$ cat src/design/ots_pkg.sv
// Package for the token splitter: codes, sizes, command and status types.
// Used by ots_ctrl, ots_datapath and obfuscation_token_splitter.
// No dependencies.
`default_nettype none

package ots_pkg;

  localparam int MaxToken  = 16;
  localparam int StoreCap  = (MaxToken < 16) ? MaxToken : 16;
  localparam int IdxW      = $clog2(StoreCap);
  localparam int FillW     = $clog2(StoreCap + 1);
  localparam int PctLen    = 3;
  localparam int PrefixLen = 5;

  localparam logic [7:0] CH_PERCENT = 8'h25;
  localparam logic [7:0] CH_AMP     = 8'h26;
  localparam logic [7:0] CH_SEMI    = 8'h3b;
  localparam logic [7:0] CH_RPAREN  = 8'h29;
  localparam logic [7:0] CH_LPAREN  = 8'h28;
  localparam logic [7:0] CH_LOWER_C = 8'h63;
  localparam logic [7:0] CH_UPPER_C = 8'h43;

  typedef enum logic [1:0] {
    KIND_PERCENT = 2'd0,
    KIND_ENTITY  = 2'd1,
    KIND_CALL    = 2'd2,
    KIND_LETTER  = 2'd3
  } kind_t;

  typedef enum logic [2:0] {
    MODE_START   = 3'd0,
    MODE_PERCENT = 3'd1,
    MODE_ENTITY  = 3'd2,
    MODE_PREFIX  = 3'd3,
    MODE_CALL    = 3'd4
  } mode_t;

  typedef enum logic {
    ST_IDLE = 1'b0,
    ST_EMIT = 1'b1
  } ctrl_state_t;

  typedef struct packed {
    logic accept;
    logic load;
  } dp_cmd_t;

  typedef struct packed {
    logic item_left;
    logic item_final;
    logic out_free;
  } dp_status_t;

  // expected byte of the call prefix at position idx
  function automatic logic [7:0] pat_char(input logic upper, input logic [2:0] idx);
    logic [7:0] c;
    case (idx)
      3'd0:    c = 8'h63;
      3'd1:    c = 8'h68;
      3'd2:    c = 8'h61;
      3'd3:    c = 8'h72;
      default: c = CH_LPAREN;
    endcase
    if (upper && idx < 3'(PrefixLen - 1)) begin
      c = c & 8'hdf;
    end
    return c;
  endfunction

endpackage

`default_nettype wire

$ cat src/design/ots_ctrl.sv
// Controller state machine of the token splitter: accept, then emit items.
// Depends on ots_pkg.
`default_nettype none

module ots_ctrl
  import ots_pkg::*;
(
  input  wire        clk,
  input  wire        rst,
  input  wire        in_valid,
  output logic       in_ready,
  input  dp_status_t status,
  output dp_cmd_t    cmd
);

  ctrl_state_t state, state_next;

  always_ff @(posedge clk) begin
    if (rst) begin
      state <= ST_IDLE;
    end else begin
      state <= state_next;
    end
  end

  always_comb begin
    state_next = state;
    case (state)
      ST_IDLE: begin
        if (in_valid) begin
          state_next = ST_EMIT;
        end
      end
      ST_EMIT: begin
        if (!status.item_left) begin
          state_next = ST_IDLE;
        end else if (status.out_free && status.item_final) begin
          state_next = ST_IDLE;
        end
      end
      default: state_next = ST_IDLE;
    endcase
  end

  always_comb begin
    in_ready   = 1'b0;
    cmd.accept = 1'b0;
    cmd.load   = 1'b0;
    case (state)
      ST_IDLE: begin
        in_ready   = 1'b1;
        cmd.accept = in_valid;
      end
      ST_EMIT: begin
        cmd.load = status.item_left && status.out_free;
      end
      default: ;
    endcase
  end

endmodule

`default_nettype wire

$ cat src/design/ots_datapath.sv
// Datapath of the token splitter: scan state, token store, emission counters,
// output register. Depends on ots_pkg.
`default_nettype none

module ots_datapath
  import ots_pkg::*;
(
  input  wire              clk,
  input  wire              rst,
  input  wire        [7:0] in_byte,
  input  wire              in_eos,
  input  dp_cmd_t          cmd,
  output dp_status_t       status,
  output logic             out_valid,
  input  wire              out_ready,
  output logic       [7:0] out_byte,
  output kind_t            out_kind,
  output logic             out_tok_last,
  output logic             out_ovf,
  output logic             out_run_last
);

  logic [7:0]       store [StoreCap];
  mode_t            mode, mode_next;
  logic [FillW-1:0] fill, fill_next;
  logic [2:0]       matched, matched_next;
  logic             upper, upper_next;
  logic             cut, cut_next;

  logic [7:0]       hold_b;
  logic [FillW-1:0] blen, blen_next;
  logic [FillW-1:0] bidx;
  kind_t            bkind, bkind_next;
  logic             brel, brel_next;
  logic             bovf, bovf_next;
  logic             tail, tail_next;
  logic             pend, pend_next;

  logic             wr_en;
  logic [IdxW-1:0]  wr_idx;

  logic             starter, is_c, match, term, can_keep;
  logic [FillW-1:0] fill_k;
  logic [2:0]       matched_k;

  logic             burst_active, burst_end;
  logic [7:0]       cand_byte;
  kind_t            cand_kind;
  logic             cand_tok_last, cand_ovf;

  // decode of the accepted byte
  always_comb begin
    is_c     = (in_byte == CH_LOWER_C) || (in_byte == CH_UPPER_C);
    starter  = is_c || (in_byte == CH_PERCENT) || (in_byte == CH_AMP);
    match    = (matched < 3'(PrefixLen)) && (in_byte == pat_char(upper, matched));
    can_keep = fill < FillW'(StoreCap);
    fill_k   = can_keep ? fill + FillW'(1) : fill;
    matched_k = matched + 3'd1;
    case (mode)
      MODE_PERCENT: term = fill_k >= FillW'(PctLen);
      MODE_ENTITY:  term = in_byte == CH_SEMI;
      MODE_CALL:    term = in_byte == CH_RPAREN;
      default:      term = 1'b0;
    endcase

    mode_next    = mode;
    fill_next    = fill;
    matched_next = matched;
    upper_next   = upper;
    cut_next     = cut;
    blen_next    = '0;
    bkind_next   = KIND_LETTER;
    brel_next    = 1'b0;
    bovf_next    = 1'b0;
    tail_next    = 1'b0;
    pend_next    = 1'b0;
    wr_en        = 1'b0;
    wr_idx       = fill[IdxW-1:0];

    if (mode == MODE_START || (mode == MODE_PREFIX && !match)) begin
      brel_next    = 1'b1;
      blen_next    = (mode == MODE_PREFIX) ? FillW'(matched) : '0;
      tail_next    = !starter || (is_c && in_eos);
      mode_next    = MODE_START;
      fill_next    = '0;
      matched_next = '0;
      upper_next   = 1'b0;
      cut_next     = 1'b0;
      if (starter && !in_eos) begin
        fill_next = FillW'(1);
        if (in_byte == CH_PERCENT) begin
          mode_next = MODE_PERCENT;
        end else if (in_byte == CH_AMP) begin
          mode_next = MODE_ENTITY;
        end else begin
          mode_next    = MODE_PREFIX;
          matched_next = 3'd1;
          upper_next   = in_byte == CH_UPPER_C;
        end
        if (blen_next == '0) begin
          wr_en  = 1'b1;
          wr_idx = '0;
        end else begin
          pend_next = 1'b1;
        end
      end
    end else if (mode == MODE_PREFIX) begin
      wr_en        = 1'b1;
      fill_next    = fill + FillW'(1);
      matched_next = matched_k;
      if (matched_k == 3'(PrefixLen)) begin
        mode_next    = MODE_CALL;
        matched_next = '0;
      end
      if (in_eos) begin
        if (matched_k != 3'(PrefixLen)) begin
          brel_next = 1'b1;
          blen_next = FillW'(matched_k);
        end
        mode_next    = MODE_START;
        fill_next    = '0;
        matched_next = '0;
        upper_next   = 1'b0;
        cut_next     = 1'b0;
      end
    end else begin
      wr_en     = can_keep;
      fill_next = fill_k;
      cut_next  = cut || !can_keep;
      if (term) begin
        blen_next = fill_k;
        bovf_next = cut || !can_keep;
        case (mode)
          MODE_PERCENT: bkind_next = KIND_PERCENT;
          MODE_ENTITY:  bkind_next = KIND_ENTITY;
          default:      bkind_next = KIND_CALL;
        endcase
      end
      if (term || in_eos) begin
        mode_next    = MODE_START;
        fill_next    = '0;
        matched_next = '0;
        upper_next   = 1'b0;
        cut_next     = 1'b0;
      end
    end
  end

  // candidate result item
  always_comb begin
    burst_active = bidx < blen;
    burst_end    = (bidx + FillW'(1)) == blen;
    cand_byte    = burst_active ? store[bidx[IdxW-1:0]] : hold_b;
    cand_kind    = burst_active ? bkind : KIND_LETTER;
    cand_tok_last = burst_active ? (brel || burst_end) : 1'b1;
    cand_ovf     = burst_active && bovf;
    status.item_left  = burst_active || tail;
    status.item_final = burst_active ? (burst_end && !tail) : 1'b1;
    status.out_free   = !out_valid || out_ready;
  end

  always_ff @(posedge clk) begin
    if (rst) begin
      mode      <= MODE_START;
      fill      <= '0;
      matched   <= '0;
      upper     <= 1'b0;
      cut       <= 1'b0;
      blen      <= '0;
      bidx      <= '0;
      tail      <= 1'b0;
      pend      <= 1'b0;
      out_valid <= 1'b0;
    end else begin
      if (cmd.accept) begin
        mode    <= mode_next;
        fill    <= fill_next;
        matched <= matched_next;
        upper   <= upper_next;
        cut     <= cut_next;
        blen    <= blen_next;
        bidx    <= '0;
        tail    <= tail_next;
        pend    <= pend_next;
      end else if (cmd.load) begin
        if (burst_active) begin
          bidx <= bidx + FillW'(1);
        end else begin
          tail <= 1'b0;
        end
        if (status.item_final) begin
          pend <= 1'b0;
        end
      end
      if (cmd.load) begin
        out_valid <= 1'b1;
      end else if (out_ready) begin
        out_valid <= 1'b0;
      end
    end
  end

  always_ff @(posedge clk) begin
    if (cmd.accept) begin
      hold_b <= in_byte;
      bkind  <= bkind_next;
      brel   <= brel_next;
      bovf   <= bovf_next;
      if (wr_en) begin
        store[wr_idx] <= in_byte;
      end
    end else if (cmd.load && pend && status.item_final) begin
      store[0] <= hold_b;
    end
    if (cmd.load) begin
      out_byte     <= cand_byte;
      out_kind     <= cand_kind;
      out_tok_last <= cand_tok_last;
      out_ovf      <= cand_ovf;
      out_run_last <= status.item_final;
    end
  end

endmodule

`default_nettype wire

$ cat src/design/obfuscation_token_splitter.sv
// Top level of the token splitter: controller and datapath.
// Depends on ots_pkg, ots_ctrl, ots_datapath.
//
//  channel | direction | tdata          | tuser                         | tlast
//  s_*     | in        | [7:0] in_byte  | -                             | end_of_string
//  m_*     | out       | [7:0] token    | [1:0] kind [2] tok_last [3] ovf | run_last
//
// Each input byte is accepted in the idle state, then its result items are
// loaded in the emit state, which is entered even when the byte gives none.
// Results leave one at a time; stored token bytes pass the single read port of the store.
// Reset clears the scan state; a stalled m_tready holds the current item
// and the next input byte is taken once the previous run has been loaded.
`default_nettype none

module obfuscation_token_splitter
  import ots_pkg::*;
(
  input  wire        clk,
  input  wire        rst,
  input  wire        s_tvalid,
  output logic       s_tready,
  input  wire  [7:0] s_tdata,   // [7:0] in_byte
  input  wire        s_tlast,
  output logic       m_tvalid,
  input  wire        m_tready,
  output logic [7:0] m_tdata,   // [7:0] token_byte
  output logic [3:0] m_tuser,   // [1:0] token_kind, [2] token_last, [3] token_overflow
  output logic       m_tlast
);

  dp_cmd_t    cmd;
  dp_status_t status;
  kind_t      out_kind;
  logic       out_tok_last;
  logic       out_ovf;

  ots_ctrl u_ctrl (
    .clk      (clk),
    .rst      (rst),
    .in_valid (s_tvalid),
    .in_ready (s_tready),
    .status   (status),
    .cmd      (cmd)
  );

  ots_datapath u_dp (
    .clk          (clk),
    .rst          (rst),
    .in_byte      (s_tdata),
    .in_eos       (s_tlast),
    .cmd          (cmd),
    .status       (status),
    .out_valid    (m_tvalid),
    .out_ready    (m_tready),
    .out_byte     (m_tdata),
    .out_kind     (out_kind),
    .out_tok_last (out_tok_last),
    .out_ovf      (out_ovf),
    .out_run_last (m_tlast)
  );

  assign m_tuser = {out_ovf, out_tok_last, out_kind};

endmodule

`default_nettype wire

$ cat config.mk
export PLATFORM = sky130hd
export DESIGN_NAME = obfuscation_token_splitter
export DESIGN_NICKNAME = d
export VERILOG_FILES = /design/src/design/ots_pkg.sv /design/src/design/ots_ctrl.sv /design/src/design/ots_datapath.sv /design/src/design/obfuscation_token_splitter.sv
export SDC_FILE = /design/constraint.sdc
export NUM_CORES = 1
export LEC_CHECK = 0
export BUFFER_PORTS_ARGS = -buffer_cell sky130_fd_sc_hd__buf_2
export CORE_UTILIZATION = 62
export DETAILED_ROUTE_END_ITERATION = 8
export GPL_TIMING_DRIVEN = 0
export PLACE_DENSITY = 0.92
export SYNTH_ARGS = -nofsm -noshare
export SYNTH_HDL_FRONTEND = slang
export SYNTH_SLANG_ARGS = --single-unit
$ cat constraint.sdc
create_clock -name clk -period 4.64 [get_ports clk]
set_input_delay 0.696 -clock clk [delete_from_list [all_inputs] [get_ports clk]]
set_output_delay 0.696 -clock clk [all_outputs]
set_load 0.05 [all_outputs]
==> results.md <==
CTS:
- The number of gates resized after cts is 0.
- The number of clock buffers added by TritonCTS is 17.
- The clock network latency to the later pin of the worst-skew pair is around 440 ps.
- The deepest clock path buffer count is 2.
- The root buffer cell is clkbuf_16.
- The maximum level of the CTS H-tree is 4.
- After clock tree synthesis, the clock-pin slew on the worst setup and hold paths is around 80 ps.
- The number of hold-repair buffers added at the cts stage is 0.
- The CTS sink count is 184.
- The number of post-CTS setup repair buffers is 0.
- TritonCTS built the clock tree.

Synthesis:
- The commonest register cell after synthesis is edfxtp_1.
- Summing the areas of all compound-gate instances in the mapped netlist gives approximately 8.6% of the synthesized area.
- The cell count after synthesis is between 500 and 600.
- The synthesized netlist devotes 1.66% of its cell area to XOR and XNOR gates.
- The portion of synthesized cell area occupied by the leading cell type is a little over half.
- The synthesized design spends more area on one cell type than any other, namely edfxtp_1.
- Counting distinct cell types in the post-synthesis netlist gives a little under 80.
- The average instance area after synthesis is approximately 15 sq um.
- The cell area after synthesis is about 0.0084 sq mm.
- The fraction of the mapped netlist area in simple logic gates is about a tenth.
- The number of synthesized register bits is 184.
- In the synthesized netlist the async set-or-reset flop fraction comes to 0%.
- After synthesis, the largest family of logic cells by area is multiplexers.
- After synthesis, the cell types taking the most area are edfxtp_1 (54%), mux4_2 (11%), dfxtp_1 (7.4%).
- The number of nets in the synthesized netlist is roughly 580.
- During synthesis, Yosys emitted a total of 0 warnings.
- The synthesized netlist devotes 2.08% of its cell area to adder and majority cells.
- The sequential-to-total area share from yosys stat is 61.8%.
- The number of enable flip-flop cells after synthesis is about 150.
- Of the post-synthesis cell area, the part taken by muxes is about an eighth.

Floorplanning:
- The top-level I/O count is 28.
- In this run the core area contains 42 standard-cell rows.
- The die span in y is between 100 and 150 um.
- The starting density of the core is approximately 64%.
- The die span in x is 119 um.
- The full die area is 0.0141 sq mm.
- The area of the core is 0.0132 sq mm.

STA:
- The clock period minus worst slack is between 3000 and 4000 ps.
- The actual transition at the worst max-transition pin is 1300 ps.
- Setup violations remaining at the end of the flow were counted as 0.
- The share of the cycle needed by the critical path after routing is roughly 84%.
- The worst slack on hold paths is approximately 470 ps.
- Setup repair after global routing left no endpoint under its margin.
- The count of endpoints failing hold in the final timing report was 0.
- The clock tree skew after final layout is ~11 ps.
- Measured against its own limit, the worst slew margin works out to about an eighth.
- The setup TNS after final layout is 0 ps.
- The highest achievable clock rate is approximately 0.26 GHz.
- Setup slack closes at between 700 and 800 ps.
- The count of pins over their slew limit is 0.

Critical path:
- STA classifies the critical path endpoint as a register.
- The most critical setup path has its endpoint at u_dp.store[13][1]$_DFFE_PP_.
- The maximum fanout count along the critical path is 10.
- The critical path startpoint is u_dp.matched[2]$_SDFFE_PP0P_.
- The worst register-to-register path begins at u_dp.matched[2]$_SDFFE_PP0P_.
- The setup check on the worst reg-to-reg path leaves a slack of around 740 ps.
- The setup path with the least slack is of type reg2reg.
- The length in cells of the worst reg-to-reg path is 9.
- The launching element type of the critical path is a register.
- The endpoint identified for the worst register-to-register timing path is u_dp.store[13][1]$_DFFE_PP_.
- The required time at the endpoint of the critical path is 4690 ps.
- STA puts the critical path data arrival time at between 3000 and 4000 ps.

Global route:
- The met3 routing resource usage after global routing is 7.92%.
- Entering global routing, the biggest net connects 21 pins.
- The most used routing layer in global routing is met2.
- The initial antenna violation count was 0.
- The routing usage on met2 is a little over half.
- The first global-routing pass estimated roughly 33 mm of wire.
- Across every metal layer, demand over resource in global routing totals around a third.
- The fraction of met1 tracks used by global routing is between 40% and 50%.
- The via count of the first global-routing pass is 5,469.
- The global route total overflow is 0.

Placed design:
- After detailed placement, the design holds a cell count of between 700 and 800.
- The number of buffers added on ports is 26.
- Detailed placement ended at an HPWL of between 10 and 15 mm.
- The final RePlAce weighted congestion is 0.951.
- The area after detailed placement is a little under 0.009 sq mm.
- Prior to clock tree synthesis, the placed netlist has a worst setup slack of 746 ps.

Power:
- Net switching is about a quarter of the power.
- The worst-case IR drop observed on VDD is just over 0.3 mV.
- Sequential cells account for roughly 53% of the total power.
- Of the total power, the clock network draws between 40% and 50%.
- The design draws between 3 and 4 mW.
- Power spread over the standard cell area amounts to 360 mW/mm^2.
- The switching power total is slightly above 0.8 mW.
- The design internal power is around 2.6 mW.
- The share of total power in combinational logic is 3.6%.
- The leakage power is around 2.9 nW.

Outcome:
- The flow ran to the end, and the final reports show no timing, DRC or antenna violations.

Layout:
- The total non-filler cell area in the finished layout is around 0.0094 sq mm.
- The repair_antennas step left the layout with diodes totalling 0.
- The final core utilization is a little under three quarters.
- The storage element area is 0.00522 sq mm.
- The net count reported at finish is 624.
- The count of placed standard cells in the final layout, fillers left out is around 790.
- The filler cells instantiated in the layout total roughly 760.
- From synthesis to final layout, the design area changed by 11.3%.
- The area used by multi-input combinational logic is ~0.0030 sq mm.
- The share of layout cells above drive strength 1 is approximately a quarter.

Worst hold path:
- The class of the most critical hold timing path is in2reg.
- The startpoint identified for the worst hold timing path is s_tdata[3].

Drt:
- For this run, design rule violations remaining after detail routing come to 0.
- The number of optimization iterations in the first detailed-route pass is 7.
- The number of vias per cell is around 7.2.
- The overall routed net length is around 22 mm.
- The wire length per cell is ~28 um.
- The iteration-0 DRC count of the detailed router is about 1.2k.
- The count of nets left with antenna violations once routing finished came out at 0.
- Across all layers, the routed design uses around 5.7k vias.

Flow run:
- Across the run, the number of max-cap violations was 0.
-- how the worst min path moves through the flow --
stage | endpoint | depth (start not counted)
after floorplan | u_dp.pend$_SDFFE_PP0P_ | 2
after global placement | u_dp.pend$_SDFFE_PP0P_ | 2
after detailed placement | u_dp.pend$_SDFFE_PP0P_ | 2
after CTS | u_dp.hold_b[3]$_DFFE_PP_ | 1
after global routing | u_dp.hold_b[0]$_DFFE_PP_ | 1
final | u_dp.hold_b[3]$_DFFE_PP_ | 1
-- area by class of cell --
type	instances	share of cell area, %
tap	176	2.35
buffer	30	1.77
multi-input combinational	321	31.9
clock inverter	15	1.84
clock buffer	17	4.53
sequential	184	55.6
inverter	17	0.680
timing repair buffer	26	1.39
-- critical path: stages (launching register included) --
cell and delay (ps):
dfxtp_1 410, buf_6 180, inv_1 80, ha_1 250, or3b_4 430, o311ai_4 290
o211a_4 260, a21oi_4 110, nand3b_1 380, nor3_1 1120
-- Yosys cell counts, types with 4 or more instances --
cell type	count
edfxtp_1	153
a21oi_1	16
o21a_1	5
nor3_2	4
mux2_2	17
nand2_1	21
xnor2_1	11
dfxtp_1	31
buf_2	7
or2_2	4
a21o_1	4
or3_1	8
nand2b_1	8
o21ai_0	17
mux4_2	40
inv_1	16
buf_4	4
buf_6	4
nor4_1	5
clkbuf_1	14
nor2_1	36
nor3_1	8
nand3_1	15
nand4_1	4
ha_1	14
xor2_1	5
-- cell families after synthesis --
group | Yosys count
compound gates | 91
xor+xnor | 16
fa+ha+maj | 14
buf+inv | 47
flops | 184
mux | 58
simple gates | 142
-- layout by cell type (no fill, tap or decap), types with 15 or more instances in the layout --
cell | synthesis | routed
inv_1 | 16 | 16
nor2_1 | 36 | 36
nand2_1 | 21 | 21
mux4_2 | 40 | 40
clkbuf_16 | 0 | 17
a21oi_1 | 16 | 16
o21ai_0 | 17 | 17
edfxtp_1 | 153 | 153
nand3_1 | 15 | 15
buf_2 | 7 | 33
dfxtp_1 | 31 | 31
mux2_2 | 17 | 17
-- power by group through the flow --
stage / Sequential (mW) / Combinational [mW] / Clock [mW]
2_1_floorplan: 1.84 / 0.0725 / 0
3_3_place_gp: 1.84 / 0.109 / 0
3_5_place_dp: 1.84 / 0.115 / 0
4_1_cts: 1.80 / 0.119 / 1.44
5_1_grt: 1.80 / 0.129 / 1.50
6_report: 1.80 / 0.122 / 1.45
-- metal layers --
metal | wire length (um) | part of all wire, % | vias to the layer above
met4 | 898 | 4.1 | 0
met3 | 2510 | 12 | 106
met1 | 7730 | 36 | 2751
met2 | 10600 | 49 | 549
li1 | - | - | 2279
met5 | 0 | 0 | -
-- state kept, by name, indices dropped and copies added (netlist names), named ones only --
register           flops
u_ctrl.state           1
u_dp.bidx              5
u_dp.bkind             2
u_dp.blen              5
u_dp.bovf              1
u_dp.brel              1
u_dp.cut               1
u_dp.fill              5
u_dp.hold_b            8
u_dp.matched           3
u_dp.mode              3
u_dp.out_byte          8
u_dp.out_kind          2
u_dp.out_ovf           1
u_dp.out_run_last      1
u_dp.out_tok_last      1
u_dp.out_valid         1
u_dp.pend              1
u_dp.store           128
u_dp.tail              1
u_dp.upper             1
(Power assumes the default switching activity.)
